==> src/hw/rtl/lc3_instruction_step_top_defines.svh <==
// Assertion macros for the instruction step core
`ifndef LC3_INSTRUCTION_STEP_TOP_DEFINES_SVH
`define LC3_INSTRUCTION_STEP_TOP_DEFINES_SVH
`ifndef SYNTHESIS
`define ISC_ASSERT_IMPL(label, clk, rst_n, a, c) \
	label: assert property (@(posedge clk) disable iff (!rst_n) (a) |-> (c)) \
	else $error("assertion failed");
`define ISC_ASSERT_NEXT(label, clk, rst_n, a, c) \
	label: assert property (@(posedge clk) disable iff (!rst_n) (a) |=> (c)) \
	else $error("assertion failed");
`else
`define ISC_ASSERT_IMPL(label, clk, rst_n, a, c)
`define ISC_ASSERT_NEXT(label, clk, rst_n, a, c)
`endif
`endif

==> src/hw/rtl/isc_pkg.sv <==
// Shared types and constants of the instruction step core
package isc_pkg;
	localparam logic [1:0] OP_LOAD = 2'd0;
	localparam logic [1:0] OP_RESTART = 2'd1;
	localparam logic [1:0] OP_EXEC = 2'd2;
	localparam logic [1:0] OP_UNUSED = 2'd3;

	localparam logic [3:0] ST_OK = 4'd0;
	localparam logic [3:0] ST_LOW = 4'd1;
	localparam logic [3:0] ST_HIGH = 4'd2;
	localparam logic [3:0] ST_PAD = 4'd3;
	localparam logic [3:0] ST_RTI = 4'd4;
	localparam logic [3:0] ST_OPC = 4'd5;
	localparam logic [3:0] ST_VEC = 4'd6;
	localparam logic [3:0] ST_ASCII = 4'd7;
	localparam logic [3:0] ST_UNSUP = 4'd8;

	localparam logic [0:0] REG_START = 1'd0;
	localparam logic [0:0] REG_LIMIT = 1'd1;

	localparam logic [15:0] SENT_LOW = 16'hdddd;
	localparam logic [15:0] SENT_HIGH = 16'heeee;

	// instruction opcodes, bits 15:12
	localparam logic [3:0] OPC_BR = 4'd0;
	localparam logic [3:0] OPC_ADD = 4'd1;
	localparam logic [3:0] OPC_LD = 4'd2;
	localparam logic [3:0] OPC_ST = 4'd3;
	localparam logic [3:0] OPC_JSR = 4'd4;
	localparam logic [3:0] OPC_AND = 4'd5;
	localparam logic [3:0] OPC_LDR = 4'd6;
	localparam logic [3:0] OPC_STR = 4'd7;
	localparam logic [3:0] OPC_RTI = 4'd8;
	localparam logic [3:0] OPC_NOT = 4'd9;
	localparam logic [3:0] OPC_LDI = 4'd10;
	localparam logic [3:0] OPC_STI = 4'd11;
	localparam logic [3:0] OPC_JMP = 4'd12;
	localparam logic [3:0] OPC_LEA = 4'd14;
	localparam logic [3:0] OPC_TRAP = 4'd15;

	// trap vectors
	localparam logic [7:0] TRAP_GETC = 8'h20;
	localparam logic [7:0] TRAP_OUT = 8'h21;
	localparam logic [7:0] TRAP_PUTS = 8'h22;
	localparam logic [7:0] TRAP_IN = 8'h23;
	localparam logic [7:0] TRAP_PUTSP = 8'h24;
	localparam logic [7:0] TRAP_HALT = 8'h25;

	typedef struct packed {
		logic [1:0] op;
		logic [15:0] addr;
		logic [15:0] data;
		logic [7:0] char_in;
	} in_item_t;

	typedef struct packed {
		logic [3:0] status;
		logic halted;
		logic [6:0] char_out;
		logic char_valid;
		logic [15:0] pc_now;
	} out_item_t;

	// controller to datapath
	typedef struct packed {
		logic take;      // latch input item
		logic exec;      // decode and execute with the fetched word
		logic finish;    // second stage of a load/store
		logic finish2;   // third stage (indirect)
	} isc_cmd_t;

	// datapath to controller
	typedef struct packed {
		logic need_mem;  // instruction continues with a memory access
		logic need_ind;  // a second dependent access follows
	} isc_sts_t;
endpackage

==> src/hw/rtl/isc_ctrl.sv <==
// Sequencer that steps one item through fetch, execute and memory phases
module isc_ctrl (
	input logic clk,
	input logic arst_n,
	input logic in_valid,
	output logic in_ready,
	output logic out_valid,
	input logic out_ready,
	input isc_pkg::isc_sts_t sts,
	output isc_pkg::isc_cmd_t cmd
);
	import isc_pkg::*;

	localparam logic [2:0] S_IDLE = 3'd0;
	localparam logic [2:0] S_FETCH = 3'd1;
	localparam logic [2:0] S_EXEC = 3'd2;
	localparam logic [2:0] S_MEM = 3'd3;

	logic [2:0] state_q;
	logic out_valid_q;
	logic take;

	// a new item enters when the controller is idle and the result register is free or being drained
	assign in_ready = (state_q == S_IDLE) && (!out_valid_q || out_ready);
	assign take = in_valid && in_ready;
	assign out_valid = out_valid_q;

	always_comb begin
		cmd = '0;
		cmd.take = take;
		case (state_q)
			S_FETCH: cmd.exec = 1'b1;
			S_EXEC: cmd.finish = 1'b1;
			S_MEM: cmd.finish2 = 1'b1;
			default: ;
		endcase
	end

	// state sequence
	always_ff @(posedge clk or negedge arst_n) begin
		if (!arst_n) begin
			state_q <= S_IDLE;
			out_valid_q <= 1'b0;
		end else begin
			if (out_valid_q && out_ready)
				out_valid_q <= 1'b0;
			case (state_q)
				S_IDLE: begin
					if (take)
						state_q <= S_FETCH;
				end
				S_FETCH: begin
					if (sts.need_mem)
						state_q <= S_EXEC;
					else begin
						state_q <= S_IDLE;
						out_valid_q <= 1'b1;
					end
				end
				S_EXEC: begin
					if (sts.need_ind)
						state_q <= S_MEM;
					else begin
						state_q <= S_IDLE;
						out_valid_q <= 1'b1;
					end
				end
				S_MEM: begin
					state_q <= S_IDLE;
					out_valid_q <= 1'b1;
				end
				default: state_q <= S_IDLE;
			endcase
		end
	end
endmodule

==> config.mk <==
export PLATFORM = sky130hd
export DESIGN_NAME = isc_ctrl
export DESIGN_NICKNAME = d
export VERILOG_FILES = /design/src/hw/rtl/lc3_instruction_step_top_defines.svh /design/src/hw/rtl/isc_pkg.sv /design/src/hw/rtl/isc_ctrl.sv
export SDC_FILE = /design/constraint.sdc
export NUM_CORES = 1
export LEC_CHECK = 0
export ABC_AREA = 1
export ABC_CLOCK_PERIOD_IN_PS = 800
export BUFFER_PORTS_ARGS = -buffer_cell sky130_fd_sc_hd__buf_2
export CORE_AREA = 2 2 39 41
export CTS_CLUSTER_DIAMETER = 60
export DETAILED_ROUTE_END_ITERATION = 6
export DIE_AREA = 0 0 41 43
export HOLD_SLACK_MARGIN = 0.15
export PLACE_DENSITY = 0.38
export SYNTH_ARGS = -nofsm -noshare
export SYNTH_HDL_FRONTEND = slang
export SYNTH_SLANG_ARGS = --single-unit
==> constraint.sdc <==
create_clock -name clk -period 0.8 [get_ports clk]
set_input_delay 0 -clock clk [delete_from_list [all_inputs] [get_ports clk]]
set_output_delay 0 -clock clk [all_outputs]
set_load 0.005 [all_outputs]
# Word-level counts from Yosys, hierarchy flattened
# Index checks and enable logic that the tools add are counted.
# word_totals
reg_bits	4
wordCells	23
inputBits	6
output_inout_bits	6
# classes
muxes	11
n_eq_ne	4
n_reduce_logical	6
# op_table
cell	count
3-bit one-hot mux with 3 select lines	1
3-bit by 2-bit equality test with 1-bit output, second input constant	2
1-bit 2-to-1 mux	6
2-bit 2-to-1 mux	2
3-bit by 1-bit equality test with 1-bit output, second input constant	1
1-bit logical AND	3
3-bit logical NOT	1
3-bit 2-to-1 mux	1
1-bit one-hot mux with 3 select lines	1
2-bit inequality test, second input constant	1
1-bit logical NOT	1
1-bit logical OR	1

# Depth between registers and ports, before layout
# Gate-level depths: netlist of the first run.
# depth
depth_word	6
mapped_depth	5
ltp_nobuf	4

# Least setup slack after synthesis of the first run
# OpenSTA, ideal clock, no wires.
# synth_path
kind	reg2out
start	register state_q[0]
end	output port cmd[3] in the netlist's numbering
n_path_buf	1
arrival_ps	789
path_stages_with_launch	5
setup_slack_ps	11
required_ps	800
cell_sequence	dfrtp_1 -> nor2_2 -> nand3_1 -> inv_1 -> buf_4
# synth_via
elab_chain_len	3
# synth_lines
element	line	source
start: declaration	isc_ctrl.sv:19	logic [2:0] state_q;
start signal: assignment	isc_ctrl.sv:42	state_q <= S_IDLE;
start signal: assignment	isc_ctrl.sv:50	state_q <= S_FETCH;
start signal: assignment	isc_ctrl.sv:54	state_q <= S_EXEC;
3-bit logical NOT	isc_ctrl.sv:24	assign in_ready = (state_q == S_IDLE) && (!out_valid_q || out_ready);
1-bit logical AND	isc_ctrl.sv:24	
1-bit logical AND	isc_ctrl.sv:25	assign take = in_valid && in_ready;
end: declaration	isc_ctrl.sv:10	output isc_pkg::isc_cmd_t cmd
# No other way between the ends.

==> impl_metrics.py, run 1 <==
metrics = {
    "cells_and_area": {
        "diodes": 0,
        "mostFrequentLayoutCell": "buf_2",
        "syn_to_final_growth_pct": 121.3,
        "postLayoutCoreUtil_pct": 27.22,
        "final_cell_mix": "buf_2 (11), nand2_1 (7), inv_1 (4), dlygate4sd3_1 (4), buf_4 (4)",
        "fin_area_sq_um": 376.6,
        "nets": 55,
        "final_cells": 64,
        "final_layout_size_suffix_gt1_share_pct": 58.33,
    },
    "clock_network": {
        "clockRootBuffer": "clkbuf_4",
        "cts.clk_slew.worst_paths_ns": 0.04,
        "clk_latency_ns": 0.23,
        "cts_tree": "done",
        "cts_made_buffers": 3,
        "cts_hold_buf": 4,
        "clkSinkCount": 3,
        "htree_num_levels": 1,
        "cts_buffer_depth": 2,
    },
    "setup_path": {
        "r2r-start": "state_q[1]$_DFFE_PN0P_",
        "reg2reg_slack_ns": -0.10,
        "reg2reg_depth": 4,
        "critical_path_required_ns": 0.80,
        "r2r-end": "state_q[0]$_DFFE_PN0P_",
        "critPathMaxFanout": 3,
        "worstSetupPathType": "register to output port",
        "cp-start-kind": "register",
        "crit_path_end_kind": "output port",
        "arrival_ns": 1.03,
    },
    "drt": {
        "first_pass_iters": 1,
        "via_count": 223,
        "drt-vias-per-instance": 3.484,
        "first_iter_violations": 0,
        "wl_per_cell_microns": 7.406,
        "final_antenna_net_count": 0,
        "finalWirelength_microns": 474,
        "drc_errors": 0,
    },
    "worst_hold_path": {
        "hold_class": "input pin to register",
        "hold_depth": 4,
        "hold_end": "out_valid$_DFF_PN0_",
        "min-delay-start": "out_ready",
    },
    "timing": {
        "slew_headroom_pct": 88.57,
        "worst_pin_slew_ns": 0.1714,
        "whs_ns": 0.06234,
        "fin_skew_ns": 0.002892,
        "rsz0062_at_grt": "true",
        "setup_viol": 8,
        "hold_viol_final": 0,
        "fin_ws_ns": -0.2338,
        "max_freq_mhz": 967.3,
        "maxSlewViolCount": 0,
        "min_period_ns": 1.034,
        "fin_crit_sh_pct": 129.2,
    },
    "synthesis": {
        "syn-instance-count": 25,
        "yosysUniqueCellTypes": 9,
        "ys_warn_count": 0,
        "yosys_register_bits": 3,
        "netlist_area_sq_um": 170.2,
        "synth_seq_area_share_pct": 44.12,
        "avgSynthCellArea_sq_um": 6.807,
        "syn_nets": 31,
    },
    "placement": {
        "gp_congestion": 0.7134,
        "dp.cells": 53,
        "dp_worst_setup_slack_ns": -0.07003,
        "hpwl_microns": 316.8,
        "io_buffer_count": 11,
        "dpl-instance-area_sq_um": 252.7,
    },
    "global_route": {
        "grt_use_total_pct": 6.949,
        "grt_pass1_vias": 212,
        "overflow": 0,
        "antenna_found_initial": 0,
        "grt_max_degree": 5,
        "grt_pass1_wl_microns": 745,
    },
    "die": {
        "std_cell_rows": 14,
        "die_w_microns": 41,
        "start_util_pct": 12.30,
        "dieArea_sq_um": 1763,
        "core_sq_um": 1384,
        "ioPinCount": 12,
        "die_y_microns": 43,
    },
    "pwr": {
        "p_per_area_nw_per_um2": 3511,
        "vdd.ir_drop.worst_v": 0.001179,
        "p_leak_uw": 0.0002247,
    },
    "outcome": {
        "violations": "setup timing",
        "status": "finished, violations left",
    },
    "flow_run": {
        "drv_cap": 0,
    },
}
[logic make-up (layout without fill, tap and decap cells)]
kind of cell	Yosys count	count (layout)	synth area share, %
AOI/OAI and AO/OA	1	1	2.938
and+or+nand+nor	14	14	35.29
DFF	3	3	44.12
buffers and inverters	7	30	17.65
[per-stage QoR]
| stage | setup TNS (ns) | power [uW] |
|---|---|---|
| after floorplan | 0 | 574.8 |
| after global placement | -0.1554 | 810.9 |
| after detailed placement | -0.1479 | 801.8 |
| after CTS | -1.328 | 1238 |
| after global routing | -1.701 | 1466 |
| final | -1.249 | 1322 |
[flip-flops by register name, indices dropped and copies added, names as in the netlist]
name / flops
out_valid: 1
state_q: 2
[final cells by class]
cell class | count | area [sq um]
tap | 16 | 20.02
timing repair buffer | 20 | 136.4
fill | 157 | 1007
clock buffer | 4 | 26.28
multi-input combinational | 15 | 95.09
sequential | 3 | 76.32
inverter | 6 | 22.52
[cells in the mapped netlist]
| library cell | number | area share, % |
|---|---|---|
| buf_4 | 1 | 4.4 |
| a21oi_1 | 1 | 2.9 |
| inv_2 | 2 | 4.4 |
| dfrtp_1 | 3 | 44 |
| nor2_1 | 1 | 2.2 |
| nor2_2 | 2 | 7.4 |
| inv_1 | 4 | 8.8 |
| nand2_1 | 9 | 20 |
| nand3_1 | 2 | 5.9 |
[what timing repair did]
action                                  CTS  global route
pin swaps                                 4             1
endpoints found under the hold margin     6             2
cloned                                    0             0
setup buffers                             3             0
endpoints found under the setup margin    7             8
gates resized for setup                   3             6
[per-layer routing]
| metal | global-route usage [%] | part of all wire, % | up-vias | wire (microns) |
|---|---|---|---|---|
| met5 | 0 | 0 | - | 0 |
| met4 | 6.000 | 0 | 0 | 0 |
| met3 | 4.712 | 9.7 | 0 | 46 |
| met2 | 8.750 | 53 | 7 | 251 |
| met1 | 7.468 | 37 | 98 | 177 |
| li1 | - | - | 118 | - |
[how the worst max path moves through the flow]
stage / start / endpoint / slack [ns] / cells after the start
2_1_floorplan: state_q[0]$_DFFE_PN0P_ / cmd[3] / 0.01 / 4
5_1_grt: state_q[1]$_DFFE_PN0P_ / cmd[3] / -0.31 / 4
3_3_place_gp: state_q[0]$_DFFE_PN0P_ / cmd[3] / -0.07 / 4
3_5_place_dp: state_q[0]$_DFFE_PN0P_ / cmd[3] / -0.07 / 4
4_1_cts: state_q[0]$_DFFE_PN0P_ / cmd[3] / -0.27 / 4
6_report: state_q[1]$_DFFE_PN0P_ / cmd[3] / -0.23 / 4
[worst max-delay path, stage by stage, from the launching register on]
cell and delay (ns):
dfrtp_1 0.42, nor2_4 0.15, nand3_2 0.09, inv_1 0.05, buf_2 0.10
[power breakdown]
group	switching [uW]	total [uW]	internal, uW	leakage [uW]
Sequential	85.4	315	229	0.0000366
Clock	79.8	267	187	0.0000150
Combinational	341	741	399	0.000173
(Power assumes the default switching activity.)
==> run 2: changes to the inputs <==
--- a/config.mk
+++ b/config.mk
@@ -13,6 +13,7 @@
 export DETAILED_ROUTE_END_ITERATION = 6
 export DIE_AREA = 0 0 41 43
 export HOLD_SLACK_MARGIN = 0.15
+export MAX_ROUTING_LAYER = met4
 export PLACE_DENSITY = 0.38
 export SYNTH_ARGS = -nofsm -noshare
 export SYNTH_HDL_FRONTEND = slang
==> run 2 against run 1 <==
The flow still finishes with violations (setup timing). Core utilization did not move. Non-clock buffer count did not move. First-iteration DRC count did not move. Largest power group unchanged. Highest routed layer unchanged.
==> impl_metrics.py, run 2 (synthesis results as in run 1) <==
metrics = {
    "setup_path": {
        "critPathMaxFanout": 3,
        "r2r-start": "state_q[1]$_DFFE_PN0P_",
        "arrival_ns": 1.04,
        "reg2reg_depth": 4,
        "critical_path_required_ns": 0.80,
        "worstSetupStartpoint": "state_q[1]$_DFFE_PN0P_",
        "worstSetupPathType": "register to output port",
        "crit_path_end_kind": "output port",
        "critical_path.cell_chain": "nor2_4 > nand3_2 > inv_1 > buf_2",
        "critPathSlowestCell": "dfrtp_1",
        "path_delay_family": "flip-flops",
        "slowest_delay_ns": 0.42,
        "crit_buf_inv": 2,
        "r2r-end": "state_q[0]$_DFFE_PN0P_",
        "crit_end": "cmd[3]",
        "cp-start-kind": "register",
        "reg2reg_slack_ns": -0.10,
        "crit_cells": 4,
    },
    "timing": {
        "hold_viol_final": 0,
        "setup_viol": 8,
        "fin_ws_ns": -0.2400,
        "maxSlewViolCount": 0,
        "max_freq_mhz": 961.5,
        "slew_headroom_pct": 88.57,
        "rsz0062_at_grt": "true",
        "worst_pin_slew_ns": 0.1714,
        "fin_skew_ns": 0.002931,
        "min_period_ns": 1.040,
        "fin_crit_sh_pct": 130.0,
    },
    "cells_and_area": {
        "syn_to_final_growth_pct": 121.3,
        "top_register": "state_q",
        "mostFrequentLayoutCell": "buf_2",
        "nets": 55,
        "final_layout_size_suffix_gt1_share_pct": 58.33,
        "fin_area_sq_um": 376.6,
        "final_cell_mix": "buf_2 (11), nand2_1 (7), inv_1 (4), dlygate4sd3_1 (4), buf_4 (4)",
        "fillCellCount": 157,
        "diodes": 0,
        "largest_register_ffs": 2,
    },
    "flow_run": {
        "drv_cap": 0,
    },
    "outcome": {
        "status": "finished, violations left",
        "violations": "setup timing",
    },
    "die": {
        "core_sq_um": 1384,
        "dieArea_sq_um": 1763,
        "std_cell_rows": 14,
        "start_util_pct": 12.30,
        "ioPinCount": 12,
        "die_y_microns": 43,
        "die_w_microns": 41,
    },
    "placement": {
        "io_buffer_count": 11,
        "dpl-instance-area_sq_um": 252.7,
        "hpwl_microns": 316.8,
        "gp_congestion": 0.7217,
    },
    "pwr": {
        "p_sw_share_pct": 38.44,
        "vdd.ir_drop.worst_v": 0.001184,
        "power_frac_comb_pct": 56.1,
        "seqPwrFrac_pct": 23.7,
        "clkPwrFrac_pct": 20.1,
        "internal-power_uw": 815.5,
        "power_uw": 1325,
        "p_leak_uw": 0.0002247,
        "p_per_area_nw_per_um2": 3518,
        "switchingPower_uw": 509.2,
    },
    "drt": {
        "drc_errors": 0,
        "drt-vias-per-instance": 3.500,
        "via_count": 224,
        "final_antenna_net_count": 0,
        "finalWirelength_microns": 479,
        "first_pass_iters": 1,
        "first_iter_violations": 0,
        "wl_per_cell_microns": 7.484,
    },
    "clock_network": {
        "cts_hold_buf": 4,
        "cts.clk_slew.worst_paths_ns": 0.04,
        "cts_made_buffers": 3,
        "clkSinkCount": 3,
        "clockRootBuffer": "clkbuf_4",
        "clk_latency_ns": 0.23,
        "htree_num_levels": 1,
        "cts_tree": "done",
        "cts_buffer_depth": 2,
    },
    "global_route": {
        "antenna_found_initial": 0,
        "overflow": 0,
        "grt_use_total_pct": 7.121,
        "grt_pass1_vias": 210,
        "grt_pass1_wl_microns": 745,
        "grt_max_degree": 5,
    },
    "worst_hold_path": {
        "hold_class": "input pin to register",
    },
}
## run 2: power groups by stage
| stage | clock network [uW] | logic [uW] | registers (uW) |
|---|---|---|---|
| floorplan | 0 | 279 | 296 |
| global placement | 0 | 510 | 300 |
| detailed placement | 0 | 506 | 295 |
| CTS | 285 | 661 | 292 |
| global route | 308 | 833 | 325 |
| finish | 267 | 743 | 315 |
## run 2: worst min path at each step
stage          startpoint                  end  slack [ns]  depth (start not counted)
2_1_floorplan      arst_n  out_valid$_DFF_PN0_       -0.30                          0
3_3_place_gp       arst_n  out_valid$_DFF_PN0_       -0.20                          1
3_5_place_dp       arst_n  out_valid$_DFF_PN0_       -0.20                          1
4_1_cts         out_ready  out_valid$_DFF_PN0_        0.06                          4
5_1_grt         out_ready  out_valid$_DFF_PN0_         0.1                          4
6_report        out_ready  out_valid$_DFF_PN0_        0.07                          4
## run 2: repair_timing
item	CTS	global route
hold endpoints to repair	6	2
endpoints found under the setup margin	7	8
setup buffers	3	0
pin swaps	4	1
cloned	0	0
resized for setup	3	6
## run 2: stage by stage
stage | util, % | cells | setup WS [ns] | setup TNS, ns | hold WS [ns]
after floorplan | - | 25 | 0.01075 | 0 | -0.2956
after detailed placement | 18.26 | 53 | -0.07003 | -0.1479 | -0.1981
after global placement | 18.26 | 53 | -0.06941 | -0.1554 | -0.2010
final | 27.22 | 64 | -0.2400 | -1.263 | 0.07134
after CTS | 25.50 | 64 | -0.2703 | -1.328 | 0.05741
after global routing | 27.22 | 64 | -0.3134 | -1.701 | 0.09920
## run 2: worst min-delay path: stages
cell     delay [ns]
buf_2          0.07
inv_1          0.03
nand2_1        0.10
nand2_1        0.06
## run 2: area by class of cell
| cell class | instances | area, sq um | area share, % |
|---|---|---|---|
| multi-input cells | 15 | 95.09 | 25.25 |
| repair buffers | 20 | 136.4 | 36.21 |
| well taps | 16 | 20.02 | 5.316 |
| inverters | 6 | 22.52 | 5.980 |
| flip-flops and latches | 3 | 76.32 | 20.27 |
| clock buffers | 4 | 26.28 | 6.977 |
## run 2: metal layers
metal / up-vias / global-route usage (%) / share of wire [%]
li1: 118 / - / -
met1: 99 / 7.468 / 38
met2: 7 / 8.750 / 52
met3: 0 / 4.712 / 9.6
met4: 0 / 6.000 / 0
met5: - / - / 0
==> run 3: changes to the inputs <==
--- a/config.mk
+++ b/config.mk
@@ -6,7 +6,7 @@
 export NUM_CORES = 1
 export LEC_CHECK = 0
 export ABC_AREA = 1
-export ABC_CLOCK_PERIOD_IN_PS = 800
+export ABC_CLOCK_PERIOD_IN_PS = 1000
 export BUFFER_PORTS_ARGS = -buffer_cell sky130_fd_sc_hd__buf_2
 export CORE_AREA = 2 2 39 41
 export CTS_CLUSTER_DIAMETER = 60
@@ -14,7 +14,7 @@
 export DIE_AREA = 0 0 41 43
 export HOLD_SLACK_MARGIN = 0.15
 export MAX_ROUTING_LAYER = met4
-export PLACE_DENSITY = 0.38
+export PLACE_DENSITY = 0.37
 export SYNTH_ARGS = -nofsm -noshare
 export SYNTH_HDL_FRONTEND = slang
 export SYNTH_SLANG_ARGS = --single-unit
==> constraint.sdc (replaced) <==
create_clock -name clk -period 1 [get_ports clk]
set_input_delay 0 -clock clk [delete_from_list [all_inputs] [get_ports clk]]
set_output_delay 0 -clock clk [all_outputs]
set_load 0.005 [all_outputs]
==> run 3 against run 2 <==
The run still ends with setup timing left. Global-route usage rose by 0.096 points. Clock skew is 0.0018 ns lower. Count of clock-buffer cells in the layout unchanged. Hold slack better by 0.46 ns. Via count stayed put. Sequential power fell by 25%. Total power down 21%. Combinational power shrank 19%. Sequential share of layout area is 0.85 points lower. Cell count did not move. Non-clock buffer count stayed put.
==> impl_metrics.py, run 3 (synthesis results as in run 1) <==
metrics = {
    "clock_network": {
        "cts_made_buffers": 3,
        "cts_tree": "done",
        "clk_latency_ns": 0.23,
        "cts_buffer_depth": 2,
        "htree_num_levels": 1,
        "clkSinkCount": 3,
        "cts.clk_slew.worst_paths_ns": 0.04,
        "clockRootBuffer": "clkbuf_4",
    },
    "worst_hold_path": {
        "hold_depth": 2,
        "hold_end": "out_valid$_DFF_PN0_",
        "hold_class": "register to register",
        "min-delay-start": "out_valid$_DFF_PN0_",
    },
    "setup_path": {
        "critical_path.cell_chain": "buf_4 > nand2_1 > inv_1 > buf_2",
        "cp-start-kind": "register",
        "critPathSlowestCell": "dfrtp_1",
        "r2r-start": "state_q[1]$_DFFE_PN0P_",
        "critPathMaxFanout": 3,
        "slowest_delay_ns": 0.40,
        "critical_path_required_ns": 1.00,
        "reg2reg_slack_ns": 0.06,
        "reg2reg_depth": 5,
        "worstSetupPathType": "register to output port",
        "arrival_ns": 1.01,
        "r2r-end": "out_valid$_DFF_PN0_",
        "crit_path_end_kind": "output port",
    },
    "placement": {
        "gp_congestion": 0.6684,
        "io_buffer_count": 11,
        "dpl-instance-area_sq_um": 237.7,
        "hpwl_microns": 320.1,
        "dp.cells": 51,
        "dp_worst_setup_slack_ns": 0.1405,
    },
    "die": {
        "start_util_pct": 12.30,
        "die_y_microns": 43,
        "ioPinCount": 12,
        "die_w_microns": 41,
        "std_cell_rows": 14,
        "dieArea_sq_um": 1763,
        "core_sq_um": 1384,
    },
    "cells_and_area": {
        "postLayoutCoreUtil_pct": 27.94,
        "top_register": "state_q",
        "syn_to_final_growth_pct": 127.2,
        "diodes": 0,
        "final_cell_mix": "buf_2 (10), nand2_1 (8), dlygate4sd3_1 (6)",
        "final_layout_size_suffix_gt1_share_pct": 52.08,
        "final_cells": 64,
        "mostFrequentLayoutCell": "buf_2",
        "nets": 55,
        "fin_area_sq_um": 386.6,
        "largest_register_ffs": 2,
    },
    "timing": {
        "worst_pin_slew_ns": 0.1495,
        "slew_headroom_pct": 90.00,
        "setup_viol": 3,
        "min_period_ns": 1.011,
        "rsz0062_at_grt": "true",
        "maxSlewViolCount": 0,
        "fin_crit_sh_pct": 101.1,
        "max_freq_mhz": 989.5,
        "fin_skew_ns": 0.001149,
        "hold_viol_final": 0,
        "fin_ws_ns": -0.01060,
    },
    "drt": {
        "drt-vias-per-instance": 3.500,
        "first_pass_iters": 2,
        "via_count": 224,
        "finalWirelength_microns": 492,
        "wl_per_cell_microns": 7.688,
        "first_iter_violations": 2,
        "drc_errors": 0,
        "final_antenna_net_count": 0,
    },
    "outcome": {
        "status": "finished, violations left",
        "violations": "setup timing",
    },
    "flow_run": {
        "drv_cap": 0,
    },
    "global_route": {
        "grt_max_degree": 4,
        "grt_pass1_wl_microns": 779,
        "grt_use_total_pct": 7.216,
        "overflow": 0,
        "grt_pass1_vias": 224,
        "antenna_found_initial": 0,
    },
    "pwr": {
        "p_leak_uw": 0.0002207,
        "p_per_area_nw_per_um2": 2716,
        "vdd.ir_drop.worst_v": 0.0008341,
    },
}
## run 3: timing repair
item,4_1_cts,5_1_grt
resized for setup,3,8
endpoints found under the setup margin,2,5
hold buffers,6,0
setup buffers,3,0
pin swaps,3,1
hold endpoints to repair,6,0
## run 3: worst max path at each step
stage                                start      to  slack [ns]
global placement    state_q[0]$_DFFE_PN0P_  cmd[3]        0.13
global route        state_q[1]$_DFFE_PN0P_  cmd[3]       -0.07
floorplan           state_q[0]$_DFFE_PN0P_  cmd[3]        0.21
CTS                 state_q[1]$_DFFE_PN0P_  cmd[3]       -0.05
finish              state_q[1]$_DFFE_PN0P_  cmd[0]       -0.01
detailed placement  state_q[0]$_DFFE_PN0P_  cmd[3]        0.14
## run 3: worst max-delay path: cells and delay by family (launching register included)
kind                   cells  cell delay (ns)
and+or+nand+nor            1             0.06
buffers and inverters      3             0.32
DFF                        1             0.40
## run 3: power breakdown
part	switching, uW	internal, uW	total, uW
Sequential	56.0	179	236
Clock	63.1	150	213
Combinational	296	306	602
## run 3: layout make-up
type | count | area, sq um
multi-input cells | 15 | 90.09
well taps | 16 | 20.02
clock buffers | 4 | 26.28
fillers | 160 | 997.2
repair buffers | 20 | 147.6
inverters | 6 | 27.53
flip-flops and latches | 3 | 75.07
## run 3: layer usage
metal | global-route usage (%) | vias up | routed length (microns)
li1 | - | 118 | -
met1 | 7.120 | 99 | 203
met2 | 9.375 | 7 | 251
met3 | 4.712 | 0 | 37
met4 | 6.000 | 0 | 0
met5 | - | - | 0
## run 3: through the flow
stage / power, uW / setup TNS [ns] / hold WS, ns
finish: 1050 / -0.03064 / 0.5311
global route: 1150 / -0.2956 / 0.5436
CTS: 955.3 / -0.06998 / 0.5254
detailed placement: 592.6 / 0 / -0.2001
global placement: 598.1 / 0 / -0.2003
floorplan: 459.9 / 0 / -0.2956
